===== src/design/bfj_pkg.sv =====
// Shared types, constants and codes of the Burgers row unit.
package bfj_pkg;

	localparam int MAX_POINTS = 4096;
	localparam int VALUE_W    = 32;
	localparam int GAIN_W     = 31;
	localparam int ROW_IDX_W  = 12;
	localparam logic [ROW_IDX_W-1:0] LAST_IDX = ROW_IDX_W'(MAX_POINTS - 1);

	// fixed point: values Q16.16, gains unsigned Q7.24
	localparam int FRAC_VALUE   = 16;
	localparam int SHIFT_NARROW = 24;
	localparam int SHIFT_WIDE   = 40;
	localparam int JD_SHIFT     = SHIFT_NARROW - FRAC_VALUE;
	localparam int JD2_SHIFT    = JD_SHIFT - 1;

	localparam logic signed [VALUE_W-1:0] VMAX = {1'b0, {(VALUE_W-1){1'b1}}};
	localparam logic signed [VALUE_W-1:0] VMIN = {1'b1, {(VALUE_W-1){1'b0}}};
	localparam logic signed [VALUE_W-1:0] ONE_Q16 = VALUE_W'(1) << FRAC_VALUE;

	// shared multiplier and product widths
	localparam int MUL_A_W  = VALUE_W + 2;
	localparam int MUL_B_W  = VALUE_W;
	localparam int PROD_W   = MUL_A_W + MUL_B_W;
	localparam int SQ_W     = 2 * VALUE_W - 1;
	localparam int WIDE_W   = 3 * VALUE_W;
	localparam int SCALED_W = WIDE_W - SHIFT_NARROW;
	localparam logic [SCALED_W-1:0] POS_LIMIT = {{(SCALED_W-VALUE_W+1){1'b0}},
		{(VALUE_W-1){1'b1}}};
	localparam logic [SCALED_W-1:0] NEG_LIMIT = SCALED_W'(1) << (VALUE_W - 1);

	// job queue
	localparam int QUEUE_DEPTH = 4;
	localparam int QPTR_W      = $clog2(QUEUE_DEPTH);
	localparam int QCNT_W      = $clog2(QUEUE_DEPTH + 1);

	// configuration port
	localparam int NUM_REGS = 5;
	localparam int ADDR_W   = $clog2(4 * NUM_REGS);
	localparam int PDATA_W  = 32;

	typedef enum logic [ADDR_W-3:0] {
		REG_DIFF_GAIN    = 0,
		REG_ADV_GAIN     = 1,
		REG_STEP_GAIN    = 2,
		REG_JAC_DIFF_GAIN = 3,
		REG_JAC_ADV_GAIN = 4
	} reg_index_t;

	typedef struct packed {
		logic signed [VALUE_W-1:0] grid_value;
		logic signed [VALUE_W-1:0] source_value;
		logic                      is_last;
	} in_item_t;

	typedef struct packed {
		logic [ROW_IDX_W-1:0]      row_index;
		logic signed [VALUE_W-1:0] rhs_value;
		logic signed [VALUE_W-1:0] jac_lower;
		logic signed [VALUE_W-1:0] jac_diag;
		logic signed [VALUE_W-1:0] jac_upper;
		logic                      row_last;
	} out_item_t;

	// one row to evaluate: stencil left/center/right, source at center
	typedef struct packed {
		logic [ROW_IDX_W-1:0]      idx;
		logic signed [VALUE_W-1:0] left;
		logic signed [VALUE_W-1:0] center;
		logic signed [VALUE_W-1:0] right;
		logic signed [VALUE_W-1:0] src;
		logic                      fin;
	} job_t;

	typedef struct packed {
		logic [GAIN_W-1:0] diff_gain;
		logic [GAIN_W-1:0] adv_gain;
		logic [GAIN_W-1:0] step_gain;
		logic [GAIN_W-1:0] jac_diff_gain;
		logic [GAIN_W-1:0] jac_adv_gain;
	} gains_t;

	typedef struct packed {
		logic empty;
		logic full;
	} queue_status_t;

	typedef enum logic [2:0] {
		F_IDLE,
		F_MID,
		F_END,
		F_WRAP,
		F_SINGLE
	} front_state_t;

	typedef enum logic [3:0] {
		B_IDLE,
		B_PREP,
		B_RR,
		B_LL,
		B_LAP,
		B_SQLO,
		B_SQHI,
		B_SRC,
		B_JL,
		B_JR,
		B_DRAIN,
		B_WRITE
	} back_state_t;

endpackage


===== src/design/bfj_queue.sv =====
// Small register FIFO of row jobs between the front and back ends.
module bfj_queue (
	input  logic                   clk,
	input  logic                   arst_n,
	input  logic                   push,
	input  bfj_pkg::job_t          push_job,
	input  logic                   pop,
	output bfj_pkg::job_t          head,
	output bfj_pkg::queue_status_t status
);

	bfj_pkg::job_t                  mem_q [bfj_pkg::QUEUE_DEPTH];
	logic [bfj_pkg::QPTR_W-1:0]     wr_ptr_q;
	logic [bfj_pkg::QPTR_W-1:0]     rd_ptr_q;
	logic [bfj_pkg::QCNT_W-1:0]     cnt_q;

	always_ff @(posedge clk) begin
		if (push) begin
			mem_q[wr_ptr_q] <= push_job;
		end
	end

	always_ff @(posedge clk or negedge arst_n) begin
		if (!arst_n) begin
			wr_ptr_q <= '0;
			rd_ptr_q <= '0;
			cnt_q    <= '0;
		end else begin
			if (push) begin
				wr_ptr_q <= wr_ptr_q + 1'b1;
			end
			if (pop) begin
				rd_ptr_q <= rd_ptr_q + 1'b1;
			end
			if (push && !pop) begin
				cnt_q <= cnt_q + 1'b1;
			end else if (pop && !push) begin
				cnt_q <= cnt_q - 1'b1;
			end
		end
	end

	assign head         = mem_q[rd_ptr_q];
	assign status.empty = (cnt_q == '0);
	assign status.full  = (cnt_q == bfj_pkg::QCNT_W'(bfj_pkg::QUEUE_DEPTH));

endmodule


===== config.mk =====
export PLATFORM = sky130hd
export DESIGN_NAME = bfj_queue
export DESIGN_NICKNAME = d
export VERILOG_FILES = /design/src/design/bfj_pkg.sv /design/src/design/bfj_queue.sv
export SDC_FILE = /design/constraint.sdc
export NUM_CORES = 1
export LEC_CHECK = 0
export ABC_AREA = 1
export BUFFER_PORTS_ARGS = -buffer_cell sky130_fd_sc_hd__buf_2
export CELL_PAD_IN_SITES_DETAIL_PLACEMENT = 0
export CELL_PAD_IN_SITES_GLOBAL_PLACEMENT = 1
export CORE_MARGIN = 2
export CORE_UTILIZATION = 47
export DETAILED_ROUTE_END_ITERATION = 10
export PLACE_DENSITY = 0.87
export SLEW_MARGIN = 20
export SYNTH_ARGS = -nofsm -noshare
export SYNTH_HDL_FRONTEND = slang
export SYNTH_SLANG_ARGS = --single-unit

===== constraint.sdc =====
create_clock -name clk -period 5.05 [get_ports clk]
set_input_delay 1.01 -clock clk [delete_from_list [all_inputs] [get_ports clk]]
set_output_delay 1.01 -clock clk [all_outputs]
set_load 0.02 [all_outputs]

==> out/results.tsv <==
metric	value	unit
synth_area_leaders	edfxtp_1, o211ai_1, nand2_1	
startpoint_type	flop	
r2r_setup_slack	2.75	ns
root_buffer	clkbuf_16	
peakVddDrop	0.000737	V
clockBufferDepth	3	
antenna_found_initial	7	
start_util	0.473	
end_kind	primary output	
worstPathCellList	inv_4 > buf_4 > o211ai_1 > nand2_1 > buf_2	
fin_crit_sh	0.726	
skew	0.0124	ns
wire_per_inst	17.4	um
drtIter0Drc	867	
power.density	612	nW/um^2
gp_congestion	0.740	
clock_latency	0.59	ns
r2r_start	wr_ptr_q[0]$_DFFE_PN0P_	
synth_cell_types	18	
io-pin-count	288	
drive_gt1_frac	0.194	
dp.cells	2522	
layout.nets	2108	
yosys.cell_count.top_type	edfxtp_1	
yosysWarnings	0	
grt_pass1_vias	13100	
cts_max_level	2	
setup_viol	0	
ys_seq_area_frac	0.745	
area_growth	14.4	%
ant_nets	0	
synth_edf_count	564	
syn_avg_cell_area	13.6	sq um
num_vias	13200	
drt_wl_total	45.8	mm
worstPathMaxFanout	54	
crit_type	flop to primary output	
synth_flop_cell	edfxtp_1	
placementRows	81	
min_period	3.67	ns
hpwlAfterDp	25.9	mm
async_flop_share	0.0123	
grtUsageTotal	0.180	
syn_area	23000	sq um
nFillCells	3936	
netlist_top_cells_count	edfxtp_1, nand2_1, inv_1	
cts_setup_buffers	0	
hold_viol	0	
tightest_slew	0.980	ns
max-cap-violations	0	
p_leak	10.5	nW
grt-ovfl-total	0	
yosysTopAreaCellShare	0.737	
finalNonFillerCells	2627	
hold_class	primary input to async pin	
status	complete, no violations	
drt-vias-per-instance	5.04	
synth_area_leader_cell	edfxtp_1	
clock_sinks	571	
numCtsBuffers	55	
reg2reg_to	mem_q[2][2]$_DFFE_PP_	
synth_seq_cells	571	
grt_max_degree	142	
cts_tree	yes	
coreArea	48500	sq um
fin_tns_setup	0	ns
rsz0062_at_grt	false	
worstPathRequired	4.04	ns
crit_arrival	2.66	ns
firstDrtPassIters	5	
cts_resized	0	
synth_nets	1844	
drv_slew	0	
drc	0	
hold_buffers	0	
grt_pass1_wl	70.5	mm
die_h	225	um
clkTransAtPathRegs	0.06	ns
fp.dieW	225	um
cp_slowest_stage_delay	0.55	ns
r2r_cells	5	
port_buffers	287	
fmax	273	MHz
synthCells	1693	
max-slew-margin-rel	0.346	
dieArea	50700	sq um
cp_slowest_cell	inv_4	
## cell type report
| cell class | instances | area (sq um) | share of cell area |
|---|---|---|---|
| antenna | 3 | 7.51 | 0.000286 |
| clock buffer | 68 | 1470 | 0.0559 |
| clock inverter | 34 | 223 | 0.00848 |
| inverter | 294 | 1130 | 0.0429 |
| multi-input combinational | 733 | 3900 | 0.148 |
| sequential | 571 | 17100 | 0.652 |
| tap | 622 | 778 | 0.0296 |
| timing repair buffer | 302 | 1650 | 0.0628 |
## metal layers
metal	routed length, um	GRT usage	vias to the layer above
li1	-	-	6441
met4	1010	0.0613	8
met2	22500	0.304	316
met5	41	0	-
met3	2670	0.0368	70
met1	19500	0.233	6396
## placed cells by master, fill, tap and decap left out
cell type   instances
edfxtp_1          564
clkinv_4            2
xor2_1              3
dfrtp_4             2
buf_12              8
o211ai_1          282
clkinvlp_4          4
clkinv_1           12
xnor2_1             1
o21ai_1             1
nand3_1             1
bufinv_16           2
clkbuf_1           11
buf_4               7
clkbuf_16          57
buf_2             287
ha_1                5
inv_6               4
nand4_1             1
inv_4               1
nand2_1           436
nor3_1              2
clkinv_2           14
diode_2             3
dfrtp_1             5
inv_1             289
fa_1                1
## how the worst max path moves through the flow
stage | start | endpoint | slack (ns)
after floorplan | push | mem_q[0][0]$_DFFE_PP_ | 0.52
after global placement | rd_ptr_q[1]$_DFFE_PN0P_ | head[88] | 1.94
after detailed placement | rd_ptr_q[1]$_DFFE_PN0P_ | head[88] | 1.94
after CTS | rd_ptr_q[1]$_DFFE_PN0P_ | head[88] | 1.29
after global routing | rd_ptr_q[0]$_DFFE_PN0P_ | head[76] | 1.17
final | rd_ptr_q[1]$_DFFE_PN0P_ | head[88] | 1.38
## flip-flops by register name, indices dropped and copies added (netlist names)
| signal | cells |
|---|---|
| rd_ptr_q | 2 |
| cnt_q | 3 |
| wr_ptr_q | 2 |
| mem_q | 564 |
## per-stage QoR
step                      instance area, sq um  hold slack [ns]  power [mW]   util  worst slack (ns)
final                                    26300            0.254        16.1  0.541              1.38
after CTS                                26300            0.223        16.3  0.541              1.29
after floorplan                          23000            0.463        10.9      -             0.521
after detailed placement                 24600            0.502        12.4  0.506              1.94
after global placement                   24600            0.490        12.3  0.506              1.94
after global routing                     26300            0.247        17.0  0.541              1.17
## report_power, final
part | leakage (nW) | switching, mW | internal, mW | total [mW]
combinational | 4.36 | 4.08 | 1.66 | 5.74
sequential | 5.26 | 0.294 | 6.20 | 6.49
clock | 0.826 | 1.67 | 2.16 | 3.83
total | 10.5 | 6.05 | 10.0 | 16.1
## kinds of logic after synthesis
| group | Yosys count | share of synthesized area |
|---|---|---|
| xor gates and xnor gates | 4 | 0.00153 |
| DFF | 571 | 0.745 |
| AOI/OAI and AO/OA | 283 | 0.0924 |
| adders and majority gates | 6 | 0.00360 |
| and+or+nand+nor | 440 | 0.0722 |
| buffers and inverters | 389 | 0.0854 |
## critical path: cells and delay by family (launching register included)
kind	cells	cell delay, ns
flip-flops	1	0.50
AND/OR/NAND/NOR	1	0.14
AO/OA/AOI/OAI	1	0.16
buffers and inverters	3	1.24
Power figures use the tool's default switching activity.
