`src/design/bfj_pkg.sv`:
```
// Shared types, constants and codes of the Burgers row unit.
package bfj_pkg;

	localparam int MAX_POINTS = 4096;
	localparam int VALUE_W    = 32;
	localparam int GAIN_W     = 31;
	localparam int ROW_IDX_W  = 12;
	localparam logic [ROW_IDX_W-1:0] LAST_IDX = ROW_IDX_W'(MAX_POINTS - 1);

	// fixed point: values Q16.16, gains unsigned Q7.24
	localparam int FRAC_VALUE   = 16;
	localparam int SHIFT_NARROW = 24;
	localparam int SHIFT_WIDE   = 40;
	localparam int JD_SHIFT     = SHIFT_NARROW - FRAC_VALUE;
	localparam int JD2_SHIFT    = JD_SHIFT - 1;

	localparam logic signed [VALUE_W-1:0] VMAX = {1'b0, {(VALUE_W-1){1'b1}}};
	localparam logic signed [VALUE_W-1:0] VMIN = {1'b1, {(VALUE_W-1){1'b0}}};
	localparam logic signed [VALUE_W-1:0] ONE_Q16 = VALUE_W'(1) << FRAC_VALUE;

	// shared multiplier and product widths
	localparam int MUL_A_W  = VALUE_W + 2;
	localparam int MUL_B_W  = VALUE_W;
	localparam int PROD_W   = MUL_A_W + MUL_B_W;
	localparam int SQ_W     = 2 * VALUE_W - 1;
	localparam int WIDE_W   = 3 * VALUE_W;
	localparam int SCALED_W = WIDE_W - SHIFT_NARROW;
	localparam logic [SCALED_W-1:0] POS_LIMIT = {{(SCALED_W-VALUE_W+1){1'b0}},
		{(VALUE_W-1){1'b1}}};
	localparam logic [SCALED_W-1:0] NEG_LIMIT = SCALED_W'(1) << (VALUE_W - 1);

	// job queue
	localparam int QUEUE_DEPTH = 4;
	localparam int QPTR_W      = $clog2(QUEUE_DEPTH);
	localparam int QCNT_W      = $clog2(QUEUE_DEPTH + 1);

	// configuration port
	localparam int NUM_REGS = 5;
	localparam int ADDR_W   = $clog2(4 * NUM_REGS);
	localparam int PDATA_W  = 32;

	typedef enum logic [ADDR_W-3:0] {
		REG_DIFF_GAIN    = 0,
		REG_ADV_GAIN     = 1,
		REG_STEP_GAIN    = 2,
		REG_JAC_DIFF_GAIN = 3,
		REG_JAC_ADV_GAIN = 4
	} reg_index_t;

	typedef struct packed {
		logic signed [VALUE_W-1:0] grid_value;
		logic signed [VALUE_W-1:0] source_value;
		logic                      is_last;
	} in_item_t;

	typedef struct packed {
		logic [ROW_IDX_W-1:0]      row_index;
		logic signed [VALUE_W-1:0] rhs_value;
		logic signed [VALUE_W-1:0] jac_lower;
		logic signed [VALUE_W-1:0] jac_diag;
		logic signed [VALUE_W-1:0] jac_upper;
		logic                      row_last;
	} out_item_t;

	// one row to evaluate: stencil left/center/right, source at center
	typedef struct packed {
		logic [ROW_IDX_W-1:0]      idx;
		logic signed [VALUE_W-1:0] left;
		logic signed [VALUE_W-1:0] center;
		logic signed [VALUE_W-1:0] right;
		logic signed [VALUE_W-1:0] src;
		logic                      fin;
	} job_t;

	typedef struct packed {
		logic [GAIN_W-1:0] diff_gain;
		logic [GAIN_W-1:0] adv_gain;
		logic [GAIN_W-1:0] step_gain;
		logic [GAIN_W-1:0] jac_diff_gain;
		logic [GAIN_W-1:0] jac_adv_gain;
	} gains_t;

	typedef struct packed {
		logic empty;
		logic full;
	} queue_status_t;

	typedef enum logic [2:0] {
		F_IDLE,
		F_MID,
		F_END,
		F_WRAP,
		F_SINGLE
	} front_state_t;

	typedef enum logic [3:0] {
		B_IDLE,
		B_PREP,
		B_RR,
		B_LL,
		B_LAP,
		B_SQLO,
		B_SQHI,
		B_SRC,
		B_JL,
		B_JR,
		B_DRAIN,
		B_WRITE
	} back_state_t;

endpackage

```
`src/design/bfj_front.sv`:
```
// Front end: takes grid points, keeps the periodic window, issues row jobs.
module bfj_front (
	input  logic                   clk,
	input  logic                   arst_n,
	input  logic                   in_valid,
	output logic                   in_stall,
	input  bfj_pkg::in_item_t      in_data,
	input  bfj_pkg::queue_status_t q_status,
	output logic                   push,
	output bfj_pkg::job_t          push_job
);

	bfj_pkg::front_state_t            state_q, state_d;
	logic [bfj_pkg::ROW_IDX_W-1:0]    count_q, pj_q;
	logic signed [bfj_pkg::VALUE_W-1:0] first_q, second_q, first_src_q;
	logic signed [bfj_pkg::VALUE_W-1:0] older_q, newer_q, newer_src_q;
	logic signed [bfj_pkg::VALUE_W-1:0] pu_q, pe_q;
	logic                             plast_q;
	logic                             accept, last_in, low_count;
	logic                             shift_now, shift_late, close;

	assign accept    = in_valid && (state_q == bfj_pkg::F_IDLE);
	assign last_in   = in_data.is_last || (count_q == bfj_pkg::LAST_IDX);
	assign low_count = (count_q[bfj_pkg::ROW_IDX_W-1:1] == '0);

	// window advance: right at accept when the point yields no row, or after
	// the interior row of a point that does not close the vector
	assign shift_now  = accept && !last_in && low_count;
	assign shift_late = (state_q == bfj_pkg::F_MID) && !q_status.full && !plast_q;
	assign close      = ((state_q == bfj_pkg::F_WRAP) || (state_q == bfj_pkg::F_SINGLE))
		&& !q_status.full;

	always_comb begin
		state_d = state_q;
		case (state_q)
			bfj_pkg::F_IDLE: begin
				if (accept) begin
					if ((count_q == '0) && last_in) begin
						state_d = bfj_pkg::F_SINGLE;
					end else if (!low_count) begin
						state_d = bfj_pkg::F_MID;
					end else if (last_in) begin
						state_d = bfj_pkg::F_END;
					end
				end
			end
			bfj_pkg::F_MID: begin
				if (!q_status.full) begin
					state_d = plast_q ? bfj_pkg::F_END : bfj_pkg::F_IDLE;
				end
			end
			bfj_pkg::F_END: begin
				if (!q_status.full) begin
					state_d = bfj_pkg::F_WRAP;
				end
			end
			bfj_pkg::F_WRAP, bfj_pkg::F_SINGLE: begin
				if (!q_status.full) begin
					state_d = bfj_pkg::F_IDLE;
				end
			end
			default: state_d = bfj_pkg::F_IDLE;
		endcase
	end

	always_comb begin
		push     = (state_q != bfj_pkg::F_IDLE) && !q_status.full;
		in_stall = (state_q != bfj_pkg::F_IDLE);
		push_job = '0;
		case (state_q)
			bfj_pkg::F_MID: begin
				push_job.idx    = pj_q - 1'b1;
				push_job.left   = older_q;
				push_job.center = newer_q;
				push_job.right  = pu_q;
				push_job.src    = newer_src_q;
				push_job.fin    = 1'b0;
			end
			bfj_pkg::F_END: begin
				push_job.idx    = pj_q;
				push_job.left   = newer_q;
				push_job.center = pu_q;
				push_job.right  = first_q;
				push_job.src    = pe_q;
				push_job.fin    = 1'b0;
			end
			bfj_pkg::F_WRAP: begin
				push_job.idx    = '0;
				push_job.left   = pu_q;
				push_job.center = first_q;
				push_job.right  = second_q;
				push_job.src    = first_src_q;
				push_job.fin    = 1'b1;
			end
			bfj_pkg::F_SINGLE: begin
				push_job.idx    = '0;
				push_job.left   = pu_q;
				push_job.center = pu_q;
				push_job.right  = pu_q;
				push_job.src    = pe_q;
				push_job.fin    = 1'b1;
			end
			default: push_job = '0;
		endcase
	end

	always_ff @(posedge clk or negedge arst_n) begin
		if (!arst_n) begin
			state_q <= bfj_pkg::F_IDLE;
			count_q <= '0;
		end else begin
			state_q <= state_d;
			if (shift_now) begin
				count_q <= count_q + 1'b1;
			end else if (shift_late) begin
				count_q <= pj_q + 1'b1;
			end else if (close) begin
				count_q <= '0;
			end
		end
	end

	always_ff @(posedge clk) begin
		if (accept) begin
			pu_q    <= in_data.grid_value;
			pe_q    <= in_data.source_value;
			plast_q <= last_in;
			pj_q    <= count_q;
			if (count_q == '0) begin
				first_q     <= in_data.grid_value;
				first_src_q <= in_data.source_value;
			end
			if (count_q == bfj_pkg::ROW_IDX_W'(1)) begin
				second_q <= in_data.grid_value;
			end
		end
		if (shift_now) begin
			older_q     <= newer_q;
			newer_q     <= in_data.grid_value;
			newer_src_q <= in_data.source_value;
		end else if (shift_late) begin
			older_q     <= newer_q;
			newer_q     <= pu_q;
			newer_src_q <= pe_q;
		end
	end

endmodule

```
`config.mk`:
```
export PLATFORM = sky130hd
export DESIGN_NAME = bfj_front
export DESIGN_NICKNAME = d
export VERILOG_FILES = /design/src/design/bfj_pkg.sv /design/src/design/bfj_front.sv
export SDC_FILE = /design/constraint.sdc
export NUM_CORES = 1
export LEC_CHECK = 0
export ABC_CLOCK_PERIOD_IN_PS = 13540
export BUFFER_PORTS_ARGS = -buffer_cell sky130_fd_sc_hd__buf_2
export CELL_PAD_IN_SITES_DETAIL_PLACEMENT = 1
export CELL_PAD_IN_SITES_GLOBAL_PLACEMENT = 2
export CORE_MARGIN = 2
export CORE_UTILIZATION = 42
export CTS_CLUSTER_SIZE = 12
export DETAILED_ROUTE_END_ITERATION = 10
export GPL_TIMING_DRIVEN = 0
export PLACE_DENSITY_LB_ADDON = 0.1
export SYNTH_ARGS = -nofsm -noshare
export SYNTH_HDL_FRONTEND = slang
export SYNTH_SLANG_ARGS = --single-unit
```
`constraint.sdc`:
```
create_clock -name clk -period 13.54 [get_ports clk]
set_input_delay 0.677 -clock clk [delete_from_list [all_inputs] [get_ports clk]]
set_output_delay 0.677 -clock clk [all_outputs]
set_load 0.05 [all_outputs]
```
==> impl_results.md, run 1 <==
* Type of the worst setup path: reg2out
* Via-to-Cell Ratio at 5.78
* Number of flip-flops and latches in the synthesized netlist at 284
* Final-report max-slew violation count at 0
* R2R Setup Slk at 9840 ps
* Final Hold Fails at 0
* Count of nets left with antenna violations after detail routing at 0
* Pin count of the biggest net entering global routing at 50
* PostCTS Resize Cnt at 0
* Max FO, Critical Path at 10
* Maximum buffer depth of the clock tree at 3
* Initial standard-cell utilization of the core at 42.4%
* Worst endpoint required time at 12860 ps
* Terminus of the critical flop-to-flop path: newer_src_q[5]
* Achievable clock frequency at 238 MHz
* Footprint of the flip-flops and latches at 8450 sq um
* Number of H-tree levels at 2
* Post-synth top flop: edfxtp_1
* Max-cap violations at 0
* Number of ports placed on the die boundary at 213
* X dimension of the die at 188 um
* Average instance area after synthesis at 12.3 sq um
* Vias after detailed routing at 10900
* IR drop worst, VDD at 0.174 mV
* Path depth of the worst reg2reg path at 9
* CTS Hold Buffers Added at 0
* Total power divided by cell area at 259 nW/um^2
* Crit path capture type: primary output
* Post-route DRC at 0
* FILL cells at 3600
* Result of the run: finished clean
* Fraction of layout cells with a size suffix above 1 at 31.8%
* Clock insertion delay at the later pin of the skew report at 520 ps
* Synthesized net count at 1227
* Hold Worst Slack at 69.3 ps
* Final global-route overflow total at 0
* Clock Tree Root: clkbuf_16
* Start of the worst register-to-register path: state_q[1]
* Distinct cells, synth at 56
* Number of global-route vias before repair at 11100
* Crit start category: flop
* Core area at 33400 sq um
* Classification of the worst-slack hold path: in2async
* CTS tree: done
* Total of warnings raised by yosys at 0
* Initial antenna violation count at 3
* Routability Congestion at 0.814
* First-pass GRT wire length at 71800 um
* Total standard cell area after synthesis at 14100 sq um
* Top-area cell type share of the netlist area at 57.1%
* Total leakage power at 6.27 nW
* Transition time of the tightest slew-check pin at 1050 ps
* Row cnt at 67
* Area enclosed by the die boundary at 35200 sq um
* Tot Pwr at 4.40 mW
* Cell type contributing the most total cell area after synthesis: edfxtp_1
* Number of flops mapped to enable cells by yosys at 269
* Number of buffers created by CTS at 34
* DP Wirelength at 33500 um
* Sum Neg Setup Slack at 0 ps
* Share of the yosys chip area belonging to registers at 59.8%
* All-Layer GR Usage at 27.6%
* Number of clock sinks seen by CTS at 284
* Y dimension of the die at 188 um
* Number of cells produced by synthesis at 1152
* Area growth from synthesis to final layout at 20.1%
* DR iter-0 viols at 892
* Final Setup Violations at 0
* Post-Route Skew at 16.0 ps
* First drt pass iteration count at 5
* Clock-pin transition on the worst setup and hold timing paths at 60 ps
* Number of port buffers at 211
* Ratio of final minimum period to clock period at 31.1%
* Async set-reset flop share out of synthesis at 5.28%
* Top post-synthesis cells by area: edfxtp_1 (57%), mux2_2 (11%), o21ai_0 (5.8%)
* Count of buffers added by post-CTS timing repair for setup at 0
* Wire per inst at 26.2 um
* Multi-input logic area at 5090 sq um
* CP arrival at 3530 ps
* Nets@finish at 1485
* Setup repair after global routing missed its margin: no
* Max_slew headroom at 29.9%
* Time the final worst path needs with I/O delays and setup at 4200 ps
* Total Routed Length at 49200 um
-- cell families (layout without fill, tap and decap cells) --
group | count (synthesis) | count (layout) | share of synthesized area [%]
AO/OA/AOI/OAI | 335 | 335 | 14.4
flip-flops | 284 | 284 | 59.8
AND/OR/NAND/NOR | 216 | 216 | 6.86
multiplexers | 162 | 162 | 13.4
buffers and inverters | 137 | 417 | 4.34
XOR/XNOR | 13 | 13 | 0.805
adder cells (fa/ha/maj) | 5 | 5 | 0.442
other | 0 | 2 | 0
-- final cells by class --
class / count / share of cell area (%)
multi-input cells: 731 / 30.0
plain buffers: 93 / 2.64
clock buffers: 49 / 5.77
clock inverters: 9 / 0.228
repair buffers: 222 / 7.32
inverters: 44 / 0.972
diodes: 2 / 0.0295
flip-flops and latches: 284 / 49.8
well taps: 448 / 3.30
-- report_power, final --
part / leakage (nW) / total [mW] / internal (mW) / switching (mW)
clock: 0.500 / 0.855 / 0.501 / 0.354
combinational: 3.12 / 2.34 / 0.589 / 1.75
sequential: 2.65 / 1.21 / 1.13 / 0.0814
-- critical path, cell delays in order (launching register included) --
cell,delay (ps)
dfrtp_1,350
buf_2,180
nor2b_1,120
clkbuf_1,330
buf_2,340
clkbuf_1,810
a22oi_1,220
o21ai_0,330
buf_2,330
-- sequential cells by signal (all words and copies together), names as in the netlist --
register,count
newer_q,32
pu_q,32
pj_q,12
count_q,12
first_q,32
newer_src_q,32
second_q,32
state_q,3
older_q,32
pe_q,32
plast_q,1
first_src_q,32
-- cells in the mapped netlist, types with 5 or more instances --
master	n
edfxtp_1	269
o21ai_0	164
mux2_2	133
nand2_1	114
a22oi_1	101
clkbuf_1	53
nor2_1	50
inv_1	44
a21oi_1	39
buf_2	23
mux2_4	20
dfrtp_1	15
nand3_1	10
buf_1	9
o2bb2ai_1	9
xnor2_1	8
mux2_1	7
nand4_1	6
nor3_1	6
ha_1	5
nor4_1	5
xor2_1	5
-- placed cells by master, fill, tap and decap left out, types with 4 or more instances in the layout --
cell       Yosys  layout
mux2_4        20      20
inv_1         44      44
nor2b_1        4       4
clkbuf_1      53      64
nor2_1        50      50
nand2_1      114     114
dfrtp_1       15      15
a22oi_1      101     101
nor3_1         6       6
nor4_1         5       5
buf_1          9       9
buf_2         23     234
o2bb2ai_1      9       9
nand4_1        6       6
ha_1           5       5
mux2_2       133     133
a21oi_1       39      39
o21ai_0      164     164
buf_6          1       5
xnor2_1        8       8
edfxtp_1     269     269
mux2_1         7       7
nand3_1       10      10
buf_8          0       4
clkinv_2       0       4
xor2_1         5       5
buf_4          4       4
clkinv_1       0       5
clkbuf_16      0      37
-- worst max path at each step --
stage / slack (ps) / end / cells after the start / startpoint
finish: 9340 / push_job[21] / 8 / state_q[1]
global route: 9250 / push_job[21] / 8 / state_q[1]
CTS: 9390 / push_job[15] / 8 / state_q[1]
detailed placement: 9590 / newer_src_q[16] / 9 / in_valid
global placement: 2280 / newer_src_q[16] / 7 / in_valid
floorplan: 6660 / newer_q[0] / 6 / in_valid
-- layer usage --
layer  track usage (%)  routed length, um  up-vias
met2              45.6              23100      418
met3              4.77               3300       75
li1                  -                  -     4885
met4              7.30               1120        4
met1              38.0              21600     5500
met5                 0                 25        -
-- per-stage QoR --
stage               util [%]  setup WS (ps)  cell area (sq um)  instances
finish                  50.9           9340              17000       1882
global route            50.9           9250              17000       1881
CTS                     50.9           9390              17000       1880
detailed placement      47.8           9590              16000       1822
global placement        47.2           2280              15800       1811
floorplan                  -           6660              14100       1152
Power figures use the tool's default switching activity.
==> inputs of run 2 (changes only) <==
- ABC_CLOCK_PERIOD_IN_PS: 13540 -> 3700
- CORE_UTILIZATION: 42 -> 35
- clock period: 13.54 -> 3.7 ns (I/O delays scaled with it)
==> impl_results.md, run 2 (synthesized netlist as in run 1, its figures left out) <==
* Ratio of final minimum period to clock period at 95.3%
* Post-layout util at 44.6%
* FILL cells at 4324
* Maximum buffer depth of the clock tree at 3
* Buf/Inv on CP at 5
* Critical Path Slowest Stage Cell: o21ai_0
* First drt pass iteration count at 5
* Most frequent cells in the layout: edfxtp_1 (269), buf_2 (233), o21ai_0 (164), mux2_2 (133), nand2_1 (114)
* Number of ports placed on the die boundary at 213
* Max-cap violations at 0
* Seq pwr share at 27.0%
* Total Routed Length at 52800 um
* X dimension of the die at 205 um
* Initial antenna violation count at 2
* Number of port buffers at 211
* Final-report max-slew violation count at 0
* All-Layer GR Usage at 25.0%
* Post-route DRC at 0
* Sum Neg Setup Slack at 0 ps
* R2R Setup Slk at 440 ps
* Final global-route overflow total at 0
* Worst endpoint required time at 3510 ps
* Cell count after placement at 1897
* Final Hold Fails at 0
* Start of the worst register-to-register path: count_q[8]
* Core area at 39800 sq um
* Cell Count, Final, Fillers Out at 2026
* Area enclosed by the die boundary at 42000 sq um
* Clock-pin transition on the worst setup and hold timing paths at 60 ps
* Max FO, Critical Path at 10
* Tot Pwr at 16.4 mW
* Max_slew headroom at 25.0%
* Number of global-route vias before repair at 11400
* Setup repair after global routing missed its margin: no
* Count of nets left with antenna violations after detail routing at 0
* Number of clock sinks seen by CTS at 284
* Via-to-Cell Ratio at 5.49
* Worst setup slack after layout at 176 ps
* Post-Route Skew at 22.7 ps
* Combinational share of power at 53.4%
* Design Area, Final at 17700 sq um
* Final Setup Violations at 0
* Crit start category: flop
* Internal cell power at 8.20 mW
* Achievable clock frequency at 284 MHz
* Terminus of the critical flop-to-flop path: older_q[26]
* Top delay family on crit path: buffers and inverters
* Area growth from synthesis to final layout at 25.5%
* Total power divided by cell area at 923 nW/um^2
* Net Sw Power at 8.18 mW
* Number of H-tree levels at 2
* Y dimension of the die at 205 um
* CP arrival at 3340 ps
* Crit path from: state_q[1]
* Initial standard-cell utilization of the core at 35.5%
* Most frequent standard cell in the layout excluding fill and tap cells: edfxtp_1
* Result of the run: finished clean
* DP Wirelength at 35600 um
* Vias after detailed routing at 11100
* Transition time of the tightest slew-check pin at 1120 ps
* Number of buffers created by CTS at 35
* Standard cell area after detailed placement at 16000 sq um
* Worst setup slack after placement at 9.06 ps
* WHS Path Cells at 3
* Clock Tree Root: clkbuf_16
* DR iter-0 viols at 929
* Routability Congestion at 0.794
* Largest stage delay on the critical path at 520 ps
* Fraction of layout cells with a size suffix above 1 at 30.7%
* Cell with the most instances on the worst path: buf_2
* Total leakage power at 6.56 nW
* CTS tree: done
* First-pass GRT wire length at 75900 um
* Hold path startpoint: in_data[0]
* Hold Worst Slack at 66.2 ps
* Fraction of power spent switching nets at 49.9%
* IR drop worst, VDD at 0.434 mV
* Nets@finish at 1550
* Wire per inst at 26.0 um
* Endpoint with the worst hold slack: plast_q
* Crit path capture type: primary output
* Portion of total power attributed to the clock network at 19.7%
* Multi-input logic area at 5090 sq um
* Pin count of the biggest net entering global routing at 56
* Classification of the worst-slack hold path: in2reg
* Row cnt at 73
* Type of the worst setup path: reg2out
* Cells along the critical path: buf_6, nor2b_1, clkbuf_1, buf_2, clkbuf_2, a22oi_1, o21ai_0, buf_2
* Time the final worst path needs with I/O delays and setup at 3520 ps
* Footprint of the flip-flops and latches at 8450 sq um
* Path depth of the worst reg2reg path at 8
* Clock insertion delay at the later pin of the skew report at 550 ps
[run 2: cell type report]
class	instances	area share [%]
well taps	525	3.70
inverters	44	0.930
plain buffers	93	2.64
repair buffers	286	10.5
clock buffers	48	5.39
clock inverters	14	0.564
diodes	1	0.0141
flip-flops and latches	284	47.6
multi-input cells	731	28.7
[run 2: worst max-delay path by stage]
stage / slack, ps / depth (start not counted) / endpoint
2_1_floorplan: -1360 / 7 / newer_q[0]
3_3_place_gp: -4670 / 7 / newer_q[11]
6_report: 180 / 8 / push_job[103]
5_1_grt: 50 / 6 / push_job[80]
3_5_place_dp: 9 / 9 / newer_q[11]
4_1_cts: 20 / 8 / push_job[103]
[run 2: power by group through the flow]
stage                     Clock (mW)  Combinational, mW  Sequential [mW]
after floorplan                    0               6.12             4.40
after global placement             0               8.54             4.50
final                           3.22               8.74             4.41
after global routing            3.42               9.19             4.47
after detailed placement           0               8.68             4.47
after CTS                       3.30               8.77             4.41
[run 2: routing by layer]
layer,GRT usage [%],wire length (um),vias up
li1,-,-,5024
met1,35.2,24200,5696
met2,40.0,24500,328
met3,4.26,2930,68
met4,6.53,1130,0
met5,0,0,-
[run 2: repair_timing]
item | CTS | global route
hold buffers | 65 | 0
resized for setup | 1 | 8
hold endpoints to repair | 236 | 0
pin swaps | 1 | 0
buffers inserted | 1 | 0
endpoints found under the setup margin | 56 | 9
[run 2: worst reg2reg max path, stage by stage, from the launching register on]
cell      delay [ps]
dfrtp_1          410
nor4_2           390
and3_2           320
and3_1           230
buf_6            140
buf_12           170
buf_8            200
nand2b_4         620
buf_16           360
