[src/design/bfj_pkg.sv]
// Shared types, constants and codes of the Burgers row unit.
package bfj_pkg;

	localparam int MAX_POINTS = 4096;
	localparam int VALUE_W    = 32;
	localparam int GAIN_W     = 31;
	localparam int ROW_IDX_W  = 12;
	localparam logic [ROW_IDX_W-1:0] LAST_IDX = ROW_IDX_W'(MAX_POINTS - 1);

	// fixed point: values Q16.16, gains unsigned Q7.24
	localparam int FRAC_VALUE   = 16;
	localparam int SHIFT_NARROW = 24;
	localparam int SHIFT_WIDE   = 40;
	localparam int JD_SHIFT     = SHIFT_NARROW - FRAC_VALUE;
	localparam int JD2_SHIFT    = JD_SHIFT - 1;

	localparam logic signed [VALUE_W-1:0] VMAX = {1'b0, {(VALUE_W-1){1'b1}}};
	localparam logic signed [VALUE_W-1:0] VMIN = {1'b1, {(VALUE_W-1){1'b0}}};
	localparam logic signed [VALUE_W-1:0] ONE_Q16 = VALUE_W'(1) << FRAC_VALUE;

	// shared multiplier and product widths
	localparam int MUL_A_W  = VALUE_W + 2;
	localparam int MUL_B_W  = VALUE_W;
	localparam int PROD_W   = MUL_A_W + MUL_B_W;
	localparam int SQ_W     = 2 * VALUE_W - 1;
	localparam int WIDE_W   = 3 * VALUE_W;
	localparam int SCALED_W = WIDE_W - SHIFT_NARROW;
	localparam logic [SCALED_W-1:0] POS_LIMIT = {{(SCALED_W-VALUE_W+1){1'b0}},
		{(VALUE_W-1){1'b1}}};
	localparam logic [SCALED_W-1:0] NEG_LIMIT = SCALED_W'(1) << (VALUE_W - 1);

	// job queue
	localparam int QUEUE_DEPTH = 4;
	localparam int QPTR_W      = $clog2(QUEUE_DEPTH);
	localparam int QCNT_W      = $clog2(QUEUE_DEPTH + 1);

	// configuration port
	localparam int NUM_REGS = 5;
	localparam int ADDR_W   = $clog2(4 * NUM_REGS);
	localparam int PDATA_W  = 32;

	typedef enum logic [ADDR_W-3:0] {
		REG_DIFF_GAIN    = 0,
		REG_ADV_GAIN     = 1,
		REG_STEP_GAIN    = 2,
		REG_JAC_DIFF_GAIN = 3,
		REG_JAC_ADV_GAIN = 4
	} reg_index_t;

	typedef struct packed {
		logic signed [VALUE_W-1:0] grid_value;
		logic signed [VALUE_W-1:0] source_value;
		logic                      is_last;
	} in_item_t;

	typedef struct packed {
		logic [ROW_IDX_W-1:0]      row_index;
		logic signed [VALUE_W-1:0] rhs_value;
		logic signed [VALUE_W-1:0] jac_lower;
		logic signed [VALUE_W-1:0] jac_diag;
		logic signed [VALUE_W-1:0] jac_upper;
		logic                      row_last;
	} out_item_t;

	// one row to evaluate: stencil left/center/right, source at center
	typedef struct packed {
		logic [ROW_IDX_W-1:0]      idx;
		logic signed [VALUE_W-1:0] left;
		logic signed [VALUE_W-1:0] center;
		logic signed [VALUE_W-1:0] right;
		logic signed [VALUE_W-1:0] src;
		logic                      fin;
	} job_t;

	typedef struct packed {
		logic [GAIN_W-1:0] diff_gain;
		logic [GAIN_W-1:0] adv_gain;
		logic [GAIN_W-1:0] step_gain;
		logic [GAIN_W-1:0] jac_diff_gain;
		logic [GAIN_W-1:0] jac_adv_gain;
	} gains_t;

	typedef struct packed {
		logic empty;
		logic full;
	} queue_status_t;

	typedef enum logic [2:0] {
		F_IDLE,
		F_MID,
		F_END,
		F_WRAP,
		F_SINGLE
	} front_state_t;

	typedef enum logic [3:0] {
		B_IDLE,
		B_PREP,
		B_RR,
		B_LL,
		B_LAP,
		B_SQLO,
		B_SQHI,
		B_SRC,
		B_JL,
		B_JR,
		B_DRAIN,
		B_WRITE
	} back_state_t;

endpackage

[src/design/bfj_back.sv]
// Back end: evaluates one row job on a shared multiplier, holds the result.
module bfj_back (
	input  logic                   clk,
	input  logic                   arst_n,
	input  bfj_pkg::gains_t        gains,
	input  bfj_pkg::job_t          q_head,
	input  bfj_pkg::queue_status_t q_status,
	output logic                   q_pop,
	output logic                   out_valid,
	input  logic                   out_stall,
	output bfj_pkg::out_item_t     out_data
);

	function automatic logic [bfj_pkg::VALUE_W-1:0] mag_value(
		input logic signed [bfj_pkg::VALUE_W-1:0] a);
		return a[bfj_pkg::VALUE_W-1] ? bfj_pkg::VALUE_W'(-a) : bfj_pkg::VALUE_W'(a);
	endfunction

	// floor of a signed product shifted to Q16.16, saturated
	function automatic logic signed [bfj_pkg::VALUE_W-1:0] scale_sat(
		input logic [bfj_pkg::WIDE_W-1:0] p, input logic neg, input logic wide);
		logic [bfj_pkg::SCALED_W-1:0]      q;
		logic                              rem;
		logic signed [bfj_pkg::VALUE_W-1:0] res;
		q   = wide ? bfj_pkg::SCALED_W'(p >> bfj_pkg::SHIFT_WIDE)
			: bfj_pkg::SCALED_W'(p >> bfj_pkg::SHIFT_NARROW);
		rem = wide ? (p[bfj_pkg::SHIFT_WIDE-1:0] != '0)
			: (p[bfj_pkg::SHIFT_NARROW-1:0] != '0);
		if (neg && rem) begin
			q = q + 1'b1;
		end
		if (!neg) begin
			res = (q > bfj_pkg::POS_LIMIT) ? bfj_pkg::VMAX : q[bfj_pkg::VALUE_W-1:0];
		end else begin
			res = (q > bfj_pkg::NEG_LIMIT) ? bfj_pkg::VMIN : -q[bfj_pkg::VALUE_W-1:0];
		end
		return res;
	endfunction

	function automatic logic signed [bfj_pkg::VALUE_W-1:0] sat_add(
		input logic signed [bfj_pkg::VALUE_W-1:0] a,
		input logic signed [bfj_pkg::VALUE_W-1:0] b);
		logic signed [bfj_pkg::VALUE_W:0] s;
		s = (bfj_pkg::VALUE_W+1)'(a) + (bfj_pkg::VALUE_W+1)'(b);
		if (s[bfj_pkg::VALUE_W] != s[bfj_pkg::VALUE_W-1]) begin
			return s[bfj_pkg::VALUE_W] ? bfj_pkg::VMIN : bfj_pkg::VMAX;
		end
		return s[bfj_pkg::VALUE_W-1:0];
	endfunction

	function automatic logic signed [bfj_pkg::VALUE_W-1:0] sat_sub(
		input logic signed [bfj_pkg::VALUE_W-1:0] a,
		input logic signed [bfj_pkg::VALUE_W-1:0] b);
		logic signed [bfj_pkg::VALUE_W:0] s;
		s = (bfj_pkg::VALUE_W+1)'(a) - (bfj_pkg::VALUE_W+1)'(b);
		if (s[bfj_pkg::VALUE_W] != s[bfj_pkg::VALUE_W-1]) begin
			return s[bfj_pkg::VALUE_W] ? bfj_pkg::VMIN : bfj_pkg::VMAX;
		end
		return s[bfj_pkg::VALUE_W-1:0];
	endfunction

	bfj_pkg::back_state_t                state_q, state_d, op_s1;
	bfj_pkg::job_t                       job_q;
	logic [bfj_pkg::VALUE_W-1:0]         l_mag_q, r_mag_q, src_mag_q;
	logic                                l_neg_q, r_neg_q, src_neg_q;
	logic [bfj_pkg::MUL_A_W-1:0]         lap_mag_q;
	logic                                lap_neg_q;
	logic [bfj_pkg::SQ_W-1:0]            rr_q, sq_mag_q, lo_q;
	logic                                sq_neg_q;
	logic signed [bfj_pkg::VALUE_W-1:0]  t_lap_q, t_sq_q, t_src_q, t_l_q, t_r_q;
	logic [bfj_pkg::MUL_A_W-1:0]         mul_a;
	logic [bfj_pkg::MUL_B_W-1:0]         mul_b;
	logic                                mul_neg, neg_s1;
	logic [bfj_pkg::PROD_W-1:0]          mul_p, prod_s1;
	logic                                write_out, out_valid_q;
	bfj_pkg::out_item_t                  out_data_q;
	logic signed [bfj_pkg::MUL_A_W-1:0]  lap;
	logic [2*bfj_pkg::VALUE_W-1:0]       sq_diff, sq_abs;
	logic [bfj_pkg::WIDE_W-1:0]          sq_full;
	logic signed [bfj_pkg::VALUE_W-1:0]  ndj, rhs, lower, upper, diag;

	assign lap = bfj_pkg::MUL_A_W'(job_q.left) - bfj_pkg::MUL_A_W'(job_q.center)
		- bfj_pkg::MUL_A_W'(job_q.center) + bfj_pkg::MUL_A_W'(job_q.right);

	always_comb begin
		state_d = state_q;
		case (state_q)
			bfj_pkg::B_IDLE:  if (!q_status.empty) state_d = bfj_pkg::B_PREP;
			bfj_pkg::B_PREP:  state_d = bfj_pkg::B_RR;
			bfj_pkg::B_RR:    state_d = bfj_pkg::B_LL;
			bfj_pkg::B_LL:    state_d = bfj_pkg::B_LAP;
			bfj_pkg::B_LAP:   state_d = bfj_pkg::B_SQLO;
			bfj_pkg::B_SQLO:  state_d = bfj_pkg::B_SQHI;
			bfj_pkg::B_SQHI:  state_d = bfj_pkg::B_SRC;
			bfj_pkg::B_SRC:   state_d = bfj_pkg::B_JL;
			bfj_pkg::B_JL:    state_d = bfj_pkg::B_JR;
			bfj_pkg::B_JR:    state_d = bfj_pkg::B_DRAIN;
			bfj_pkg::B_DRAIN: state_d = bfj_pkg::B_WRITE;
			bfj_pkg::B_WRITE: if (write_out) state_d = bfj_pkg::B_IDLE;
			default:          state_d = bfj_pkg::B_IDLE;
		endcase
	end

	// operand select for the shared multiplier, queue pop, result write
	always_comb begin
		mul_a     = '0;
		mul_b     = '0;
		mul_neg   = 1'b0;
		q_pop     = 1'b0;
		write_out = 1'b0;
		case (state_q)
			bfj_pkg::B_IDLE: q_pop = !q_status.empty;
			bfj_pkg::B_RR: begin
				mul_a = bfj_pkg::MUL_A_W'(r_mag_q);
				mul_b = bfj_pkg::MUL_B_W'(r_mag_q);
			end
			bfj_pkg::B_LL: begin
				mul_a = bfj_pkg::MUL_A_W'(l_mag_q);
				mul_b = bfj_pkg::MUL_B_W'(l_mag_q);
			end
			bfj_pkg::B_LAP: begin
				mul_a   = lap_mag_q;
				mul_b   = bfj_pkg::MUL_B_W'(gains.diff_gain);
				mul_neg = lap_neg_q;
			end
			bfj_pkg::B_SQLO: begin
				mul_a   = bfj_pkg::MUL_A_W'(sq_mag_q[bfj_pkg::VALUE_W-1:0]);
				mul_b   = bfj_pkg::MUL_B_W'(gains.adv_gain);
				mul_neg = sq_neg_q;
			end
			bfj_pkg::B_SQHI: begin
				mul_a   = bfj_pkg::MUL_A_W'(sq_mag_q[bfj_pkg::SQ_W-1:bfj_pkg::VALUE_W]);
				mul_b   = bfj_pkg::MUL_B_W'(gains.adv_gain);
				mul_neg = sq_neg_q;
			end
			bfj_pkg::B_SRC: begin
				mul_a   = bfj_pkg::MUL_A_W'(src_mag_q);
				mul_b   = bfj_pkg::MUL_B_W'(gains.step_gain);
				mul_neg = src_neg_q;
			end
			bfj_pkg::B_JL: begin
				mul_a   = bfj_pkg::MUL_A_W'(l_mag_q);
				mul_b   = bfj_pkg::MUL_B_W'(gains.jac_adv_gain);
				mul_neg = l_neg_q;
			end
			bfj_pkg::B_JR: begin
				mul_a   = bfj_pkg::MUL_A_W'(r_mag_q);
				mul_b   = bfj_pkg::MUL_B_W'(gains.jac_adv_gain);
				mul_neg = r_neg_q;
			end
			bfj_pkg::B_WRITE: write_out = !out_valid_q || !out_stall;
			default: begin
				mul_a = '0;
			end
		endcase
	end

	assign mul_p = mul_a * mul_b;

	assign sq_diff = (2*bfj_pkg::VALUE_W)'(rr_q)
		- (2*bfj_pkg::VALUE_W)'(prod_s1[bfj_pkg::SQ_W-1:0]);
	assign sq_abs  = sq_diff[2*bfj_pkg::VALUE_W-1] ? -sq_diff : sq_diff;
	assign sq_full = (bfj_pkg::WIDE_W'(prod_s1) << bfj_pkg::VALUE_W)
		+ bfj_pkg::WIDE_W'(lo_q);

	assign ndj   = -bfj_pkg::VALUE_W'(gains.jac_diff_gain >> bfj_pkg::JD_SHIFT);
	assign rhs   = sat_sub(sat_sub(t_lap_q, t_sq_q), t_src_q);
	assign lower = sat_sub(ndj, t_l_q);
	assign upper = sat_add(ndj, t_r_q);
	assign diag  = bfj_pkg::ONE_Q16
		+ bfj_pkg::VALUE_W'(gains.jac_diff_gain >> bfj_pkg::JD2_SHIFT);

	always_ff @(posedge clk or negedge arst_n) begin
		if (!arst_n) begin
			state_q     <= bfj_pkg::B_IDLE;
			op_s1       <= bfj_pkg::B_IDLE;
			out_valid_q <= 1'b0;
		end else begin
			state_q <= state_d;
			op_s1   <= state_q;
			if (write_out) begin
				out_valid_q <= 1'b1;
			end else if (!out_stall) begin
				out_valid_q <= 1'b0;
			end
		end
	end

	always_ff @(posedge clk) begin
		if (q_pop) begin
			job_q <= q_head;
		end
		if (state_q == bfj_pkg::B_PREP) begin
			l_mag_q   <= mag_value(job_q.left);
			l_neg_q   <= job_q.left[bfj_pkg::VALUE_W-1];
			r_mag_q   <= mag_value(job_q.right);
			r_neg_q   <= job_q.right[bfj_pkg::VALUE_W-1];
			src_mag_q <= mag_value(job_q.src);
			src_neg_q <= job_q.src[bfj_pkg::VALUE_W-1];
			lap_mag_q <= lap[bfj_pkg::MUL_A_W-1] ? bfj_pkg::MUL_A_W'(-lap)
				: bfj_pkg::MUL_A_W'(lap);
			lap_neg_q <= lap[bfj_pkg::MUL_A_W-1];
		end
		prod_s1 <= mul_p;
		neg_s1  <= mul_neg;
		// post stage: scale the product issued in the previous cycle
		case (op_s1)
			bfj_pkg::B_RR: rr_q <= prod_s1[bfj_pkg::SQ_W-1:0];
			bfj_pkg::B_LL: begin
				sq_mag_q <= sq_abs[bfj_pkg::SQ_W-1:0];
				sq_neg_q <= sq_diff[2*bfj_pkg::VALUE_W-1];
			end
			bfj_pkg::B_LAP:  t_lap_q <= scale_sat(bfj_pkg::WIDE_W'(prod_s1), neg_s1, 1'b0);
			bfj_pkg::B_SQLO: lo_q    <= prod_s1[bfj_pkg::SQ_W-1:0];
			bfj_pkg::B_SQHI: t_sq_q  <= scale_sat(sq_full, neg_s1, 1'b1);
			bfj_pkg::B_SRC:  t_src_q <= scale_sat(bfj_pkg::WIDE_W'(prod_s1), neg_s1, 1'b0);
			bfj_pkg::B_JL:   t_l_q   <= scale_sat(bfj_pkg::WIDE_W'(prod_s1), neg_s1, 1'b0);
			bfj_pkg::B_JR:   t_r_q   <= scale_sat(bfj_pkg::WIDE_W'(prod_s1), neg_s1, 1'b0);
			default: begin
			end
		endcase
		if (write_out) begin
			out_data_q.row_index <= job_q.idx;
			out_data_q.rhs_value <= rhs;
			out_data_q.jac_lower <= lower;
			out_data_q.jac_diag  <= diag;
			out_data_q.jac_upper <= upper;
			out_data_q.row_last  <= job_q.fin;
		end
	end

	assign out_valid = out_valid_q;
	assign out_data  = out_data_q;

endmodule

[config.mk]
export PLATFORM = sky130hd
export DESIGN_NAME = bfj_back
export DESIGN_NICKNAME = d
export VERILOG_FILES = /design/src/design/bfj_pkg.sv /design/src/design/bfj_back.sv
export SDC_FILE = /design/constraint.sdc
export NUM_CORES = 2
export LEC_CHECK = 0
export BUFFER_PORTS_ARGS = -buffer_cell sky130_fd_sc_hd__buf_2
export CAP_MARGIN = 10
export CORE_MARGIN = 2
export CORE_UTILIZATION = 69
export CTS_BUF_LIST = sky130_fd_sc_hd__clkbuf_16
export CTS_CLUSTER_DIAMETER = 150
export DETAILED_ROUTE_END_ITERATION = 6
export PLACE_DENSITY = 0.84
export SYNTH_ARGS = -nofsm -noshare
export SYNTH_HDL_FRONTEND = slang
export SYNTH_SLANG_ARGS = --single-unit
[constraint.sdc]
create_clock -name clk -period 18.08 [get_ports clk]
set_input_delay 5.424 -clock clk [delete_from_list [all_inputs] [get_ports clk]]
set_output_delay 5.424 -clock clk [all_outputs]
set_load 0.02 [all_outputs]
==> results.sh <==
export IMPL_status="finished, violations left"
export IMPL_failed_checks="DRC, slew limit"
export IMPL_root_buffer="clkbuf_16"
export IMPL_r2r_setup_slack_ns=5.24
export IMPL_core_rowCount=130
export IMPL_cp_slowest_cell="a222oi_1"
export IMPL_grt_pass1_vias=72714
export IMPL_critPathMaxFanout=31
export IMPL_worstPathArrival_ns=16.32
export IMPL_ys_ff_latch=835
export IMPL_r2r_start="state_q[2]"
export IMPL_whs_endpoint="out_data[131]"
export IMPL_cts_made_buffers=86
export IMPL_slew_headroom=-0.02931
export IMPL_hp_class="flop to flop"
export IMPL_rsz0062_at_grt="no"
export IMPL_async_flop_share=0.01078
export IMPL_grt_overflow_total=0
export IMPL_grt_pass1_wl_mm=440.4
export IMPL_dieWidth_microns=358.5
export IMPL_port_buffers=428
export IMPL_tightest_slew_ns=1.544
export IMPL_r2r_end="prod_s1[65]"
export IMPL_crit_top_cell="fa_1"
export IMPL_setup_worst_path_class="input port to flop"
export IMPL_clockBufferDepth=3
export IMPL_finalCriticalPeriod_ns=15.69
export IMPL_ctsHoldBuffers=0
export IMPL_layout_nets=11230
export IMPL_critPathRequiredTime_ns=18.71
export IMPL_yosys_area_top_type_share=0.2629
export IMPL_syn_inst=9100
export IMPL_whs_path_depth=0
export IMPL_fp_coreArea_sq_mm=0.1251
export IMPL_cpPeakStageDelay_ns=1.26
export IMPL_vias=73161
export IMPL_fin_crit_sh=0.8676
export IMPL_place_congestion=1.067
export IMPL_syn_area_sq_mm=0.08670
export IMPL_fp_dieH_microns=358.5
export IMPL_drv_cap=0
export IMPL_setup_viol=0
export IMPL_cts_clk_slew_worst_paths_ns=0.06
export IMPL_yosys_area_top_type="edfxtp_1"
export IMPL_skew_ns=0.1112
export IMPL_worstHoldStart="job_q[131]"
export IMPL_finalSetupTns_ns=0
export IMPL_place_hpwl_mm=230.3
export IMPL_postCtsSetupRepairBufs=0
export IMPL_routed_via_density=6.570
export IMPL_yosysWarnings=0
export IMPL_drv_slew=4
export IMPL_drc=19
export IMPL_avgSynthCellArea_sq_um=9.528
export IMPL_drt_wl_total_mm=298.3
export IMPL_io_pins=444
export IMPL_startpoint_type="input port"
export IMPL_cts_tree="yes"
export IMPL_wl_per_cell_microns=26.79
export IMPL_synth_cell_type_count=111
export IMPL_drive_above_1_share=0.09282
export IMPL_grtUsageTotal=0.4644
export IMPL_cts_sinks=835
export IMPL_htree_levels=3
export IMPL_end_kind="flop"
export IMPL_antenna_found_initial=14
export IMPL_seq_area_frac_synth=0.2809
export IMPL_floorplan_initialDensity=0.6932
export IMPL_synth_ff_type="edfxtp_1"
export IMPL_area_delta_synth_final_pct=8.454
export IMPL_hold_viol_final=0
export IMPL_antenna_left=0
export IMPL_max_freq_ghz=0.06375
export IMPL_synth_edff_count=759
export IMPL_yosys_top_cells_area="edfxtp_1, fa_1, ha_1, inv_1, nand2_1"
export IMPL_first_pass_iters=7
export IMPL_cts_resized=0
export IMPL_grt_max_degree=78
export IMPL_dieArea_sq_mm=0.1285
export IMPL_clk_latency_ns=0.78
export IMPL_reg2reg_depth=34
export IMPL_initialDrtViolationCount=9275
Yosys cell counts (43+ instances only):
library cell  number
clkbuf_1         320
a21oi_1          374
a31oi_1           52
nand4_1           86
dfxtp_1           67
a21o_1           155
a221o_1           66
nor4_1            72
and3_1            70
or3_1             50
o31ai_1           55
inv_1           1456
nor2_1           733
edfxtp_1         759
nor3_1           125
nor2b_1           44
ha_1             535
fa_1             995
xnor2_1          433
o21a_1            59
nand3_1          132
a211oi_1          43
nand2b_1          64
nand2_1         1064
o21ai_0          300
o21bai_1          45
xor2_1           148
and2_1            59
state kept, by name, summed over array words and instances, names as in the netlist, 4 cells and up:
name       cells
job_q        141
l_mag_q       32
lap_mag_q     34
lo_q          63
op_s1          4
out_data     134
prod_s1       66
r_mag_q       32
rr_q          63
sq_mag_q      63
src_mag_q     32
state_q        4
t_l_q         32
t_lap_q       32
t_r_q         32
t_sq_q        32
t_src_q       32
how the worst max path moves through the flow:
stage | from | end | slack (ns) | cells past startpoint
final | gains[138] | prod_s1[65] | 2.39 | 32
after global routing | gains[76] | prod_s1[63] | 2.37 | 33
after CTS | gains[76] | prod_s1[65] | 3.06 | 32
after detailed placement | gains[10] | prod_s1[60] | 2.35 | 33
after global placement | gains[10] | prod_s1[60] | 2.43 | 33
after floorplan | out_stall | out_data[0] | 2.20 | 2
layer usage:
layer | wire, microns | GRT usage | up-vias | part of all wire
met5 | 187 | 0.009630 | - | 0.00063
met4 | 25950 | 0.3242 | 10 | 0.087
met3 | 42570 | 0.1661 | 1348 | 0.14
met2 | 126500 | 0.6876 | 5650 | 0.42
met1 | 103100 | 0.5678 | 35011 | 0.35
li1 | - | - | 31142 | -
layout by cell type (no fill, tap or decap), types with 35 or more instances in the layout:
master,Yosys,final
a211oi_1,43,43
a21o_1,155,155
a21oi_1,374,373
a221o_1,66,57
a222oi_1,42,42
a22o_1,35,35
a31oi_1,52,52
and2_1,59,59
and3_1,70,69
and4_1,42,42
buf_2,21,428
buf_4,7,159
clkbuf_16,0,88
dfxtp_1,67,66
edfxtp_1,759,759
fa_1,995,995
ha_1,535,535
inv_1,1456,1471
nand2_1,1064,1058
nand2b_1,64,64
nand3_1,132,132
nand4_1,86,86
nor2_1,733,722
nor2b_1,44,44
nor3_1,125,117
nor4_1,72,72
o211ai_1,42,42
o21a_1,59,59
o21ai_0,300,300
o21bai_1,45,45
o31ai_1,55,55
or3_1,50,50
xnor2_1,433,433
xor2_1,148,148
logic make-up (layout without fill, tap and decap cells):
family	count (synthesis)	count (layout)	synth area share
AO/OA/AOI/OAI	1578	1578	0.1248
adder cells (fa/ha/maj)	1540	1540	0.3081
other	1	25	0.00004325
buffers and inverters	1845	2207	0.08066
multiplexers	37	37	0.004402
AND/OR/NAND/NOR	2683	2683	0.1423
XOR/XNOR	581	581	0.05869
flip-flops	835	835	0.2809
area by class of cell:
type / count / area, sq um
Tap cell: 1650 / 2064
Fill cell: 8544 / 31050
Multi-Input combinational cell: 6428 / 55690
Clock buffer: 88 / 2202
Clock inverter: 71 / 847.1
Antenna cell: 16 / 40.04
Sequential cell: 835 / 24360
Inverter: 1460 / 5480
Timing Repair Buffer: 588 / 3343
critical path, delay by kind of cell:
family	cells	cell delay, ns
buf+inv	6	0.43
simple gates	2	1.40
fa+ha+maj	9	4.60
compound gates	14	4.26
xor+xnor	1	0.16
stage by stage:
stage | std cells | worst slack, ns | hold WS [ns] | instance area (sq um) | util
4_1_cts | 11119 | 3.058 | 0.4180 | 93980 | 0.7514
6_report | 11136 | 2.394 | 0.4186 | 94030 | 0.7518
5_1_grt | 11127 | 2.365 | 0.4323 | 94010 | 0.7516
3_5_place_dp | 10960 | 2.347 | 0.4045 | 90930 | 0.7270
2_1_floorplan | 9108 | 2.203 | 0.3519 | 86730 | -
3_3_place_gp | 10960 | 2.433 | 0.4014 | 90930 | 0.7270
Power is left out: the tool's default activity adds up to more than one toggle a clock period on the data nets, which glitch-free logic cannot reach.
